### config.mk
export PLATFORM = sky130hd
export DESIGN_NAME = kf_dp
export DESIGN_NICKNAME = d
export VERILOG_FILES = /design/src/hw/rtl/kf_pkg.sv /design/src/hw/rtl/kf_dp.sv
export SDC_FILE = /design/constraint.sdc
export NUM_CORES = 2
export LEC_CHECK = 0
export BUFFER_PORTS_ARGS = -buffer_cell sky130_fd_sc_hd__buf_4
export CAP_MARGIN = 10
export CORE_ASPECT_RATIO = 0.5
export CORE_UTILIZATION = 45
export CTS_BUF_LIST = sky130_fd_sc_hd__clkbuf_4 sky130_fd_sc_hd__clkbuf_8
export DETAILED_ROUTE_END_ITERATION = 12
export RECOVER_POWER = 50
export SYNTH_ARGS = -nofsm -noshare
export SYNTH_HDL_FRONTEND = slang
export SYNTH_SLANG_ARGS = --single-unit
### constraint.sdc
create_clock -name clk -period 31.5 [get_ports clk]
set_input_delay 3.15 -clock clk [delete_from_list [all_inputs] [get_ports clk]]
set_output_delay 3.15 -clock clk [all_outputs]
set_load 0.1 [all_outputs]
### src/hw/rtl/kf_pkg.sv
// shared types, constants and the operation sequence of the kalman filter core
package kf_pkg;

  localparam int unsigned WORD_W    = 32;
  localparam int unsigned FRAC_W    = 16;
  localparam int unsigned ADDR_W    = 5;
  localparam int unsigned MEM_DEPTH = 23;
  localparam int unsigned PC_W      = 7;
  localparam int unsigned DVD_W     = WORD_W + FRAC_W;
  localparam int unsigned CNT_W     = 6;
  localparam int unsigned CFG_IDX_W = 8;

  // first step of the tracking sequence
  localparam logic [PC_W-1:0] PC_TRACK = 7'd6;

  // configuration register indexes
  localparam logic [CFG_IDX_W-1:0] CFG_STEP_TIME  = 8'd0;
  localparam logic [CFG_IDX_W-1:0] CFG_PROC_NOISE = 8'd1;
  localparam logic [CFG_IDX_W-1:0] CFG_MEAS_NOISE = 8'd2;
  localparam logic [CFG_IDX_W-1:0] CFG_INIT_VAR   = 8'd3;

  // operand and destination codes: scratch memory entries, then fixed sources
  localparam logic [ADDR_W-1:0] A_PX   = 5'd0;
  localparam logic [ADDR_W-1:0] A_VX   = 5'd1;
  localparam logic [ADDR_W-1:0] A_P0   = 5'd2;
  localparam logic [ADDR_W-1:0] A_P1   = 5'd3;
  localparam logic [ADDR_W-1:0] A_P2   = 5'd4;
  localparam logic [ADDR_W-1:0] A_P3   = 5'd5;
  localparam logic [ADDR_W-1:0] A_B00  = 5'd6;
  localparam logic [ADDR_W-1:0] A_B01  = 5'd7;
  localparam logic [ADDR_W-1:0] A_S00  = 5'd8;
  localparam logic [ADDR_W-1:0] A_S11  = 5'd9;
  localparam logic [ADDR_W-1:0] A_DET  = 5'd10;
  localparam logic [ADDR_W-1:0] A_T0   = 5'd11;
  localparam logic [ADDR_W-1:0] A_T1   = 5'd12;
  localparam logic [ADDR_W-1:0] A_K00  = 5'd13;
  localparam logic [ADDR_W-1:0] A_K01  = 5'd14;
  localparam logic [ADDR_W-1:0] A_K10  = 5'd15;
  localparam logic [ADDR_W-1:0] A_K11  = 5'd16;
  localparam logic [ADDR_W-1:0] A_Y0   = 5'd17;
  localparam logic [ADDR_W-1:0] A_Y1   = 5'd18;
  localparam logic [ADDR_W-1:0] A_N00  = 5'd19;
  localparam logic [ADDR_W-1:0] A_N01  = 5'd20;
  localparam logic [ADDR_W-1:0] A_N10  = 5'd21;
  localparam logic [ADDR_W-1:0] A_N11  = 5'd22;
  localparam logic [ADDR_W-1:0] A_ZERO = 5'd23;
  localparam logic [ADDR_W-1:0] A_DT   = 5'd24;
  localparam logic [ADDR_W-1:0] A_Q    = 5'd25;
  localparam logic [ADDR_W-1:0] A_R    = 5'd26;
  localparam logic [ADDR_W-1:0] A_IV   = 5'd27;
  localparam logic [ADDR_W-1:0] A_Z0   = 5'd28;
  localparam logic [ADDR_W-1:0] A_Z1   = 5'd29;

  typedef enum logic [1:0] {
    OP_ADD,
    OP_SUB,
    OP_MUL,
    OP_DIV
  } op_t;

  typedef enum logic [2:0] {
    ST_IDLE,
    ST_READ,
    ST_EXEC,
    ST_MSAT,
    ST_DIV,
    ST_WB,
    ST_OUT
  } state_t;

  typedef struct packed {
    op_t               op;
    logic [ADDR_W-1:0] dst;
    logic [ADDR_W-1:0] src_a;
    logic [ADDR_W-1:0] src_b;
    logic              fin;
    logic              chk;
  } uop_t;

  typedef struct packed {
    logic              load_in;
    logic              rd_en;
    logic [ADDR_W-1:0] src_a;
    logic [ADDR_W-1:0] src_b;
    logic              exec;
    op_t               op;
    logic              msat;
    logic              div_step;
    logic              wb;
    logic [ADDR_W-1:0] dst;
    logic              out_load;
    logic              first;
    logic              singular;
  } cmd_t;

  typedef struct packed {
    logic div_done;
    logic nonpos;
    logic out_free;
  } status_t;

  function automatic uop_t mk(op_t op, logic [ADDR_W-1:0] d, logic [ADDR_W-1:0] a,
                              logic [ADDR_W-1:0] b, logic fin, logic chk);
    uop_t u;
    u.op    = op;
    u.dst   = d;
    u.src_a = a;
    u.src_b = b;
    u.fin   = fin;
    u.chk   = chk;
    return u;
  endfunction

  // operation sequence: load on the first word, then predict and update
  function automatic uop_t rom(logic [PC_W-1:0] pc);
    uop_t u;
    case (pc)
      7'd0:  u = mk(OP_ADD, A_PX,  A_Z0,   A_ZERO, 1'b0, 1'b0);
      7'd1:  u = mk(OP_ADD, A_VX,  A_Z1,   A_ZERO, 1'b0, 1'b0);
      7'd2:  u = mk(OP_ADD, A_P0,  A_IV,   A_ZERO, 1'b0, 1'b0);
      7'd3:  u = mk(OP_ADD, A_P1,  A_ZERO, A_ZERO, 1'b0, 1'b0);
      7'd4:  u = mk(OP_ADD, A_P2,  A_ZERO, A_ZERO, 1'b0, 1'b0);
      7'd5:  u = mk(OP_ADD, A_P3,  A_IV,   A_ZERO, 1'b1, 1'b0);
      // predict
      7'd6:  u = mk(OP_MUL, A_T0,  A_DT,   A_VX,   1'b0, 1'b0);
      7'd7:  u = mk(OP_ADD, A_PX,  A_PX,   A_T0,   1'b0, 1'b0);
      7'd8:  u = mk(OP_MUL, A_T0,  A_DT,   A_P2,   1'b0, 1'b0);
      7'd9:  u = mk(OP_ADD, A_B00, A_P0,   A_T0,   1'b0, 1'b0);
      7'd10: u = mk(OP_MUL, A_T0,  A_DT,   A_P3,   1'b0, 1'b0);
      7'd11: u = mk(OP_ADD, A_B01, A_P1,   A_T0,   1'b0, 1'b0);
      7'd12: u = mk(OP_MUL, A_T0,  A_DT,   A_B01,  1'b0, 1'b0);
      7'd13: u = mk(OP_ADD, A_T0,  A_B00,  A_T0,   1'b0, 1'b0);
      7'd14: u = mk(OP_ADD, A_P0,  A_T0,   A_Q,    1'b0, 1'b0);
      7'd15: u = mk(OP_ADD, A_P1,  A_B01,  A_ZERO, 1'b0, 1'b0);
      7'd16: u = mk(OP_MUL, A_T0,  A_DT,   A_P3,   1'b0, 1'b0);
      7'd17: u = mk(OP_ADD, A_P2,  A_P2,   A_T0,   1'b0, 1'b0);
      7'd18: u = mk(OP_ADD, A_P3,  A_P3,   A_Q,    1'b0, 1'b0);
      // innovation covariance and its determinant
      7'd19: u = mk(OP_ADD, A_S00, A_P0,   A_R,    1'b0, 1'b0);
      7'd20: u = mk(OP_ADD, A_S11, A_P3,   A_R,    1'b0, 1'b0);
      7'd21: u = mk(OP_MUL, A_T0,  A_S00,  A_S11,  1'b0, 1'b0);
      7'd22: u = mk(OP_MUL, A_T1,  A_P1,   A_P2,   1'b0, 1'b0);
      7'd23: u = mk(OP_SUB, A_DET, A_T0,   A_T1,   1'b0, 1'b1);
      // gain
      7'd24: u = mk(OP_MUL, A_T0,  A_P0,   A_S11,  1'b0, 1'b0);
      7'd25: u = mk(OP_MUL, A_T1,  A_P1,   A_P2,   1'b0, 1'b0);
      7'd26: u = mk(OP_SUB, A_T0,  A_T0,   A_T1,   1'b0, 1'b0);
      7'd27: u = mk(OP_DIV, A_K00, A_T0,   A_DET,  1'b0, 1'b0);
      7'd28: u = mk(OP_MUL, A_T0,  A_P1,   A_S00,  1'b0, 1'b0);
      7'd29: u = mk(OP_MUL, A_T1,  A_P0,   A_P1,   1'b0, 1'b0);
      7'd30: u = mk(OP_SUB, A_T0,  A_T0,   A_T1,   1'b0, 1'b0);
      7'd31: u = mk(OP_DIV, A_K01, A_T0,   A_DET,  1'b0, 1'b0);
      7'd32: u = mk(OP_MUL, A_T0,  A_P2,   A_S11,  1'b0, 1'b0);
      7'd33: u = mk(OP_MUL, A_T1,  A_P3,   A_P2,   1'b0, 1'b0);
      7'd34: u = mk(OP_SUB, A_T0,  A_T0,   A_T1,   1'b0, 1'b0);
      7'd35: u = mk(OP_DIV, A_K10, A_T0,   A_DET,  1'b0, 1'b0);
      7'd36: u = mk(OP_MUL, A_T0,  A_P3,   A_S00,  1'b0, 1'b0);
      7'd37: u = mk(OP_MUL, A_T1,  A_P2,   A_P1,   1'b0, 1'b0);
      7'd38: u = mk(OP_SUB, A_T0,  A_T0,   A_T1,   1'b0, 1'b0);
      7'd39: u = mk(OP_DIV, A_K11, A_T0,   A_DET,  1'b0, 1'b0);
      // state update
      7'd40: u = mk(OP_SUB, A_Y0,  A_Z0,   A_PX,   1'b0, 1'b0);
      7'd41: u = mk(OP_SUB, A_Y1,  A_Z1,   A_VX,   1'b0, 1'b0);
      7'd42: u = mk(OP_MUL, A_T0,  A_K00,  A_Y0,   1'b0, 1'b0);
      7'd43: u = mk(OP_MUL, A_T1,  A_K01,  A_Y1,   1'b0, 1'b0);
      7'd44: u = mk(OP_ADD, A_T0,  A_T0,   A_T1,   1'b0, 1'b0);
      7'd45: u = mk(OP_ADD, A_PX,  A_PX,   A_T0,   1'b0, 1'b0);
      7'd46: u = mk(OP_MUL, A_T0,  A_K10,  A_Y0,   1'b0, 1'b0);
      7'd47: u = mk(OP_MUL, A_T1,  A_K11,  A_Y1,   1'b0, 1'b0);
      7'd48: u = mk(OP_ADD, A_T0,  A_T0,   A_T1,   1'b0, 1'b0);
      7'd49: u = mk(OP_ADD, A_VX,  A_VX,   A_T0,   1'b0, 1'b0);
      // covariance update
      7'd50: u = mk(OP_MUL, A_T0,  A_K00,  A_P0,   1'b0, 1'b0);
      7'd51: u = mk(OP_MUL, A_T1,  A_K01,  A_P2,   1'b0, 1'b0);
      7'd52: u = mk(OP_ADD, A_T0,  A_T0,   A_T1,   1'b0, 1'b0);
      7'd53: u = mk(OP_SUB, A_N00, A_P0,   A_T0,   1'b0, 1'b0);
      7'd54: u = mk(OP_MUL, A_T0,  A_K00,  A_P1,   1'b0, 1'b0);
      7'd55: u = mk(OP_MUL, A_T1,  A_K01,  A_P3,   1'b0, 1'b0);
      7'd56: u = mk(OP_ADD, A_T0,  A_T0,   A_T1,   1'b0, 1'b0);
      7'd57: u = mk(OP_SUB, A_N01, A_P1,   A_T0,   1'b0, 1'b0);
      7'd58: u = mk(OP_MUL, A_T0,  A_K10,  A_P0,   1'b0, 1'b0);
      7'd59: u = mk(OP_MUL, A_T1,  A_K11,  A_P2,   1'b0, 1'b0);
      7'd60: u = mk(OP_ADD, A_T0,  A_T0,   A_T1,   1'b0, 1'b0);
      7'd61: u = mk(OP_SUB, A_N10, A_P2,   A_T0,   1'b0, 1'b0);
      7'd62: u = mk(OP_MUL, A_T0,  A_K10,  A_P1,   1'b0, 1'b0);
      7'd63: u = mk(OP_MUL, A_T1,  A_K11,  A_P3,   1'b0, 1'b0);
      7'd64: u = mk(OP_ADD, A_T0,  A_T0,   A_T1,   1'b0, 1'b0);
      7'd65: u = mk(OP_SUB, A_N11, A_P3,   A_T0,   1'b0, 1'b0);
      7'd66: u = mk(OP_ADD, A_P0,  A_N00,  A_ZERO, 1'b0, 1'b0);
      7'd67: u = mk(OP_ADD, A_P1,  A_N01,  A_ZERO, 1'b0, 1'b0);
      7'd68: u = mk(OP_ADD, A_P2,  A_N10,  A_ZERO, 1'b0, 1'b0);
      7'd69: u = mk(OP_ADD, A_P3,  A_N11,  A_ZERO, 1'b1, 1'b0);
      default: u = mk(OP_ADD, A_T0, A_ZERO, A_ZERO, 1'b1, 1'b0);
    endcase
    return u;
  endfunction

endpackage

### src/hw/rtl/kf_dp.sv
// datapath: scratch memory, saturating adder, shared multiplier and serial divider
module kf_dp (
  input  logic                           clk,
  input  logic                           rst_n,
  input  kf_pkg::cmd_t                   cmd,
  output kf_pkg::status_t                status,
  input  logic [2*kf_pkg::WORD_W-1:0]    in_word,
  input  logic                           cfg_we,
  input  logic [kf_pkg::CFG_IDX_W-1:0]   cfg_idx,
  input  logic [kf_pkg::WORD_W-1:0]      cfg_wdata,
  output logic [4*kf_pkg::WORD_W-1:0]    out_word,
  output logic [1:0]                     out_flags,
  output logic                           out_valid,
  input  logic                           out_ready
);
  import kf_pkg::*;

  localparam logic [WORD_W-1:0] WMAX = {1'b0, {(WORD_W-1){1'b1}}};

  // configuration
  logic [15:0]       dt_r;
  logic [WORD_W-2:0] q_r, r_r, iv_r;

  // scratch memory and fixed operands
  logic signed [WORD_W-1:0] mem_r [MEM_DEPTH];
  logic signed [WORD_W-1:0] z0_r, z1_r, a_r, b_r, res_r;
  logic signed [WORD_W-1:0] px_r, vx_r, p0_r, p3_r, wdata;
  logic [2*WORD_W-1:0]      prod_r;
  logic                     neg_r, nonpos_r;

  // divider
  logic [DVD_W-1:0]  dvd_r;
  logic [WORD_W:0]   rem_r;
  logic [WORD_W-1:0] den_r;
  logic [CNT_W-1:0]  cnt_r;
  logic [WORD_W:0]   rem_sh;

  // output register
  logic [4*WORD_W-1:0] out_r;
  logic [1:0]          flags_r;
  logic                out_valid_r;

  function automatic logic [WORD_W-1:0] magn(logic signed [WORD_W-1:0] v);
    return v[WORD_W-1] ? (~v + 1'b1) : v;
  endfunction

  function automatic logic signed [WORD_W-1:0] sat_add(logic signed [WORD_W-1:0] a,
                                                       logic signed [WORD_W-1:0] b,
                                                       logic sub);
    logic [WORD_W:0] s;
    s = sub ? ({a[WORD_W-1], a} - {b[WORD_W-1], b}) : ({a[WORD_W-1], a} + {b[WORD_W-1], b});
    if (s[WORD_W] != s[WORD_W-1]) begin
      return s[WORD_W] ? ~WMAX : WMAX;
    end
    return s[WORD_W-1:0];
  endfunction

  // clamp a magnitude against the signed limit and apply the sign
  function automatic logic signed [WORD_W-1:0] sat_mag(logic [DVD_W-1:0] m, logic neg);
    logic [DVD_W-1:0] lim;
    logic [DVD_W-1:0] v;
    lim = {{(DVD_W-WORD_W){1'b0}}, WMAX} + {{(DVD_W-1){1'b0}}, neg};
    v   = (m > lim) ? lim : m;
    return neg ? (~v[WORD_W-1:0] + 1'b1) : v[WORD_W-1:0];
  endfunction

  function automatic logic signed [WORD_W-1:0] src(logic [ADDR_W-1:0] a,
                                                   logic signed [WORD_W-1:0] m);
    case (a)
      A_ZERO:  return '0;
      A_DT:    return {{(WORD_W-16){1'b0}}, dt_r};
      A_Q:     return {1'b0, q_r};
      A_R:     return {1'b0, r_r};
      A_IV:    return {1'b0, iv_r};
      A_Z0:    return z0_r;
      A_Z1:    return z1_r;
      default: return m;
    endcase
  endfunction

  // configuration writes
  always_ff @(posedge clk) begin
    if (!rst_n) begin
      dt_r <= 16'd6554;
      q_r  <= 31'd655;
      r_r  <= 31'd655;
      iv_r <= 31'd6553600;
    end else if (cfg_we) begin
      case (cfg_idx)
        CFG_STEP_TIME:  dt_r <= cfg_wdata[15:0];
        CFG_PROC_NOISE: q_r  <= cfg_wdata[WORD_W-2:0];
        CFG_MEAS_NOISE: r_r  <= cfg_wdata[WORD_W-2:0];
        CFG_INIT_VAR:   iv_r <= cfg_wdata[WORD_W-2:0];
        default: ;
      endcase
    end
  end

  // measurement capture
  always_ff @(posedge clk) begin
    if (cmd.load_in) begin
      z0_r <= in_word[WORD_W-1:0];
      z1_r <= in_word[2*WORD_W-1:WORD_W];
    end
  end

  // operand read, registered
  always_ff @(posedge clk) begin
    if (cmd.rd_en) begin
      a_r <= src(cmd.src_a, mem_r[cmd.src_a < MEM_DEPTH ? cmd.src_a : '0]);
      b_r <= src(cmd.src_b, mem_r[cmd.src_b < MEM_DEPTH ? cmd.src_b : '0]);
    end
  end

  assign rem_sh = {rem_r[WORD_W-1:0], dvd_r[DVD_W-1]};

  // execute: add, subtract, multiply, divide
  always_ff @(posedge clk) begin
    if (cmd.exec) begin
      case (cmd.op)
        OP_ADD: res_r <= sat_add(a_r, b_r, 1'b0);
        OP_SUB: res_r <= sat_add(a_r, b_r, 1'b1);
        OP_MUL: begin
          prod_r <= magn(a_r) * magn(b_r);
          neg_r  <= a_r[WORD_W-1] ^ b_r[WORD_W-1];
        end
        default: begin
          dvd_r <= {magn(a_r), {FRAC_W{1'b0}}};
          den_r <= b_r;
          rem_r <= '0;
          neg_r <= a_r[WORD_W-1];
        end
      endcase
    end
    if (cmd.msat) begin
      res_r <= sat_mag(prod_r[FRAC_W +: DVD_W], neg_r);
    end
    if (cmd.div_step && cnt_r != '0) begin
      if (rem_sh >= {1'b0, den_r}) begin
        rem_r <= rem_sh - {1'b0, den_r};
        dvd_r <= {dvd_r[DVD_W-2:0], 1'b1};
      end else begin
        rem_r <= rem_sh;
        dvd_r <= {dvd_r[DVD_W-2:0], 1'b0};
      end
    end
  end

  // divider step count
  always_ff @(posedge clk) begin
    if (!rst_n) begin
      cnt_r <= '0;
    end else if (cmd.exec && cmd.op == OP_DIV) begin
      cnt_r <= CNT_W'(DVD_W);
    end else if (cmd.div_step && cnt_r != '0) begin
      cnt_r <= cnt_r - 1'b1;
    end
  end

  assign wdata = (cmd.op == OP_DIV) ? sat_mag(dvd_r, neg_r) : res_r;

  // write-back and state shadows for the output
  always_ff @(posedge clk) begin
    if (cmd.wb) begin
      mem_r[cmd.dst < MEM_DEPTH ? cmd.dst : '0] <= wdata;
      nonpos_r <= wdata[WORD_W-1] | (wdata == '0);
      if (cmd.dst == A_PX) px_r <= wdata;
      if (cmd.dst == A_VX) vx_r <= wdata;
      if (cmd.dst == A_P0) p0_r <= wdata;
      if (cmd.dst == A_P3) p3_r <= wdata;
    end
  end

  // output word register
  always_ff @(posedge clk) begin
    if (!rst_n) begin
      out_valid_r <= 1'b0;
    end else if (cmd.out_load) begin
      out_valid_r <= 1'b1;
    end else if (out_ready) begin
      out_valid_r <= 1'b0;
    end
  end

  always_ff @(posedge clk) begin
    if (cmd.out_load) begin
      out_r   <= {p3_r, p0_r, vx_r, px_r};
      flags_r <= {cmd.singular, cmd.first};
    end
  end

  assign status.div_done = (cnt_r == '0);
  assign status.nonpos   = nonpos_r;
  assign status.out_free = !out_valid_r || out_ready;
  assign out_word        = out_r;
  assign out_flags       = flags_r;
  assign out_valid       = out_valid_r;

endmodule

## Yosys cells after proc, flatten, opt, wreduce, memory -nomap -nowiden

Memories as Yosys holds them, arrays and structs flattened.
Index checks and enable logic that the tools add are counted.

| cells by class | value |
|---|---|
| $add $sub $neg | 9 |
| multiply operators | 1 |
| divide/modulo/power cells | 0 |
| order comparisons | 6 |
| equal/unequal tests | 26 |
| shift operators | 0 |
| multiplexer cells | 42 |
| bitwise gates (word level) | 9 |
| reduce and logical (&&, ||, !) cells | 31 |

Operators with widths:

| operator | number |
|---|---|
| 2-to-1 mux 32 bit | 19 |
| one-hot mux 32 bit (7 select lines) | 2 |
| 2-to-1 mux 48 bit | 3 |
| adder 32 x 1 -> 32 bit (second input constant) | 4 |
| NOT 32 bit | 4 |
| greater-than comparator 48 x 32 -> 1 bit | 2 |
| == test 5 bit (second input constant) | 14 |
| multiplier 32 x 32 -> 64 bit | 1 |
| one-hot mux 32 bit (2 select lines) | 1 |
| adder 32 x 32 -> 33 bit | 1 |
| >= comparator 33 x 32 -> 1 bit | 1 |
| subtractor 32 x 32 -> 33 bit | 1 |
| adder 31 x 1 -> 32 bit (first input constant) | 1 |
| zero test 32 bit | 1 |
| subtractor 32 bit | 1 |
| AND reduction 2 bit | 13 |
| == test 8 x 2 -> 1 bit (second input constant) | 2 |
| < comparator 5 bit (second input constant) | 3 |
| 2-to-1 mux 5 bit | 3 |
| 2-to-1 mux 6 bit | 2 |
| 2-to-1 mux 1 bit | 11 |
| == test 8 x 1 -> 1 bit (second input constant) | 1 |
| zero test 8 bit | 1 |
| nonzero test 2 bit | 4 |
| 22 further kinds | 28 |

| storage, ports and cells | value |
|---|---|
| register bits | 712 |
| latch bits | 0 |
| bits in writable memories | 736 |
| ROM bits | 0 |
| input bits | 134 |
| word-level logic and storage cells | 149 |
| memories kept | 1 |

Memories:

| name | depth | bits a word | read ports | clocked after memory_dff | write ports | RTL line | source |
|---|---|---|---|---|---|---|---|
| mem_r | 23 | 32 | 2 | 0 | 1 | kf_dp.sv:25 | `logic signed [WORD_W-1:0] mem_r [MEM_DEPTH];` |

## Logic depth before layout (Yosys ltp)

| logic depth | value |
|---|---|
| depth in word-level cells | 9 |
| mapped depth | 40 |
| mapped depth without buffers | 37 |

## Least setup slack after synthesis

No wires, ideal clock.

| timing path | value |
|---|---|
| kind | register -> register |
| from | register a_r[0] |
| to | register prod_r[57], data pin |
| library setup time | 259 ps |
| data arrival time | 10266 ps |
| required time | 31241 ps |
| setup slack | 20975 ps |
| cell stages (with the launch flop) | 40 |
| buffers on the path | 3 |
| clock period less this slack | 10525 ps |
| cell sequence | edfxtp_1 > clkbuf_1 > inv_1 > clkbuf_1 > ha_1 > nand2b_1 > nor2_1 > nand3_1 > or4_1 > or3_1 > or4_1 > or4_1 > o21ai_2 > xnor2_1 > clkbuf_1 > nand2_1 > fa_1 > inv_1 > [... 4 more ...] > inv_1 > fa_1 > fa_1 > fa_1 > inv_1 > fa_1 > inv_1 > ha_1 > and4_1 > a221oi_1 > o22ai_1 > inv_1 > a21oi_1 > or3_1 > a41o_1 > and2_1 > o21a_1 > o31a_1 |

| on the way | value |
|---|---|
| word-level cells in the longest chain between the ends | 4 |

RTL lines:

| what | RTL line | source |
|---|---|---|
| start, declared | kf_dp.sv:26 | `logic signed [WORD_W-1:0] z0_r, z1_r, a_r, b_r, res_r;` |
| start signal, assigned | kf_dp.sv:110 | `a_r <= src(cmd.src_a, mem_r[cmd.src_a < MEM_DEPTH ? cmd.src_a : '0]);` |
| NOT 32 bit | kf_dp.sv:44 | `return v[WORD_W-1] ? (~v + 1'b1) : v;` |
| adder 32 x 1 -> 32 bit | kf_dp.sv:44 |  |
| 2-to-1 mux 32 bit * | kf_dp.sv:44 |  |
| multiplier 32 x 32 -> 64 bit * | kf_dp.sv:124 | `prod_r <= magn(a_r) * magn(b_r);` |
| end signal, assigned | kf_dp.sv:124 |  |
| end, declared | kf_dp.sv:28 | `logic [2*WORD_W-1:0] prod_r;` |

Every way passes the cells marked *; elsewhere a longest branch is shown, timed or not.
A chain may end at the register's enable or synchronous reset.

## Final worst setup path

| timing path | value |
|---|---|
| from | register a_r[0] |
| to | register prod_r[62], data pin |

Same word-level chain as after synthesis.

==> metrics.cfg <==
[run_status]
status=finished, violations left
violations=capacitance limit, slew limit

[worst_setup_path]
required_ps=32270
reg2reg_depth=37
r2r-end=prod_r[62]$_DFFE_PP_
cpMostUsedCell=fa_1
crit_path_end=prod_r[62]$_DFFE_PP_
cp-end-kind=flop
cp.depth=37
cp-startpoint=a_r[0]$_DFFE_PP_
crit_path_start_kind=flop
slowest_stage=fa_1
r2r_slack_ps=19190
arrival_ps=13080
r2r-start=a_r[0]$_DFFE_PP_
crit_type=reg -> reg
critPathMaxFanout=24
worst-path-buf-inv=7
crit_family=adder cells
cpPeakStageDelay_ps=630

[timing]
tns_ps=0
tightest_slew_ps=4060
fmax_ghz=0.08126
hold_viol=0
rsz0062_at_grt=false
fin_crit_ps=12310
setup_viol=0
skew_ps=65.42
final_max_slew_viol_count=1624
slew_headroom_pct=-170.7
period_share_pct=39.07

[yosys]
synth_fp_nets=10778
synth_enable_flop_cells=1316
synth-seq-area-share_pct=40.87
synth-seq-cells=1432
synth.distinct_cells=87
avgSynthCellArea_um2=10.98
synthFlopType=edfxtp_1
async_reset_ff_share_pct=0
synth_cells=9321
synth_warnings=0
syn_area_um2=102400

[route]
drt_wl_total_mm=342.0
avgViaCountPerCell=6.023
via_count=76361
drtPass1Iterations=8
wl_per_cell_um=26.97
remaining_drc_errors=0
detail_route.iter0.violations=9027
ant_nets=0

[clock_tree]
cts_made_buffers=219
clock_latency_ps=1020
clockRootBuffer=clkbuf_8
clockBufferDepth=3
htreeDepth=4
tritoncts=yes
cts_resized=0
cts_setup_buffers=0
hold_buffers=0
cts.clk_slew.worst_paths_ps=60
clkSinkCount=1432

[final_layout]
fillers=20142
drive_above_1_share_pct=13.21
syn2layout_area_growth_pct=10.76
nNetsFinal=10941
final_common_cell=edfxtp_1
regArea_um2=41840
layout_common_cells=edfxtp_1 (1,316), nand2_1 (1,249), inv_1 (1,047), fa_1 (898), nor2_1 (811)
multiInputGateArea_um2=55550
final_area_um2=113400
final_util_pct=50.29

[min_path]
min_delay_path_depth=0
worstHoldPathType=reg -> reg

[global_route]
antenna_found_initial=19
grt_pass1_vias=76450
grt_usage_pct=29.49
grt_overflow_total=0
grt_pass1_wl_mm=503.0
grt_max_degree=129

[die]
core_um2=225500
die_h_um=339.3
die_w_um=676.5
die_area_um2=229500
io_pins=268
start_util_pct=45.40
rows=123

[placed_design]
postPlaceCellArea_um2=109000
port-buffer-count=266
dp_hpwl_mm=227.7
place_congestion=0.9363

[job]
cap_violations=40

==> cell usage after synthesis (all sizes together) (23+ instances only) <==
cell	instances	area, um^2
edfxtp	1316	39520
nand2	1255	4711
inv	1049	3938
fa	898	17980
nor2	852	3226
clkbuf	494	1856
ha	425	5318
a21oi	398	1992
o21ai	268	1349
mux4	192	4324
xnor2	175	1533
o221ai	141	1235
dfxtp	116	2322
a211oi	100	750.7
and2	99	619.4
a21boi	97	728.2
mux2i	97	970.9
nand3	94	475.5
a21o	85	638.1
nor3	77	385.4
mux2	76	855.8
buf	72	291.5
o31ai	72	545.5
a311oi	68	595.6
a32oi	64	560.5
a22oi	59	442.9
xor2	59	531.8
nand2b	48	300.3
nor2b	41	256.5
a221oi	40	350.3
nor4	39	244.0
nand4	34	212.7
o211ai	30	225.2
a31oi	28	175.2
and3	28	175.2
or4	25	198.9
o21a	24	180.2
or2	24	150.1
a222oi	23	230.2
o2111ai	23	201.4
o22ai	23	143.9
or3	23	143.9
==> cells by family after synthesis <==
family,count (synthesis),synth area share (%)
AOI/OAI and AO/OA,1660,11.13
xor gates and xnor gates,234,2.017
adders and majority gates,1323,22.76
buffers and inverters,1617,5.951
DFF,1432,40.87
muxes,365,6.009
and+or+nand+nor,2690,11.26
==> area by class of cell <==
| type | instances | share of cell area [%] |
|---|---|---|
| inverters | 1051 | 3.484 |
| flip-flops and latches | 1432 | 36.90 |
| repair buffers | 508 | 3.232 |
| multi-input cells | 6272 | 49.00 |
| clock buffers | 308 | 3.325 |
| diodes | 11 | 0.02428 |
| clock inverters | 97 | 0.7239 |
| well taps | 3000 | 3.311 |
==> state kept, by name, indices dropped and copies added, names as in the netlist, 48 cells and up <==
name / count
dvd_r: 48
mem_r: 736
out_word: 128
prod_r: 48
==> through the flow <==
step,std cells,setup slack [ps],hold WS [ps]
floorplan,9321,20970,400.3
global placement,12263,19330,400.2
detailed placement,12263,19260,404.5
CTS,12668,19240,410.8
global route,12676,18790,417.4
finish,12679,19190,410.3
==> layer usage <==
metal	up-vias	wire length, um	global-route usage, %
li1	32883	-	-
met1	38649	137200	40.03
met2	4108	155000	46.80
met3	715	35030	5.901
met4	6	14740	11.75
met5	-	46	0
==> how the worst min path moves through the flow <==
stage / start / endpoint / slack [ps]
after floorplan: px_r[0]$_DFFE_PP_ / out_word[0]$_DFFE_PP_ / 400
after global placement: p3_r[18]$_DFFE_PP_ / out_word[114]$_DFFE_PP_ / 400
after detailed placement: p3_r[11]$_DFFE_PP_ / out_word[107]$_DFFE_PP_ / 400
after CTS: p3_r[25]$_DFFE_PP_ / out_word[121]$_DFFE_PP_ / 410
after global routing: vx_r[14]$_DFFE_PP_ / out_word[46]$_DFFE_PP_ / 420
final: vx_r[14]$_DFFE_PP_ / out_word[46]$_DFFE_PP_ / 410
Power is not shown: default switching activity piles up to over one toggle a cycle in this logic, so the estimate is an artifact.
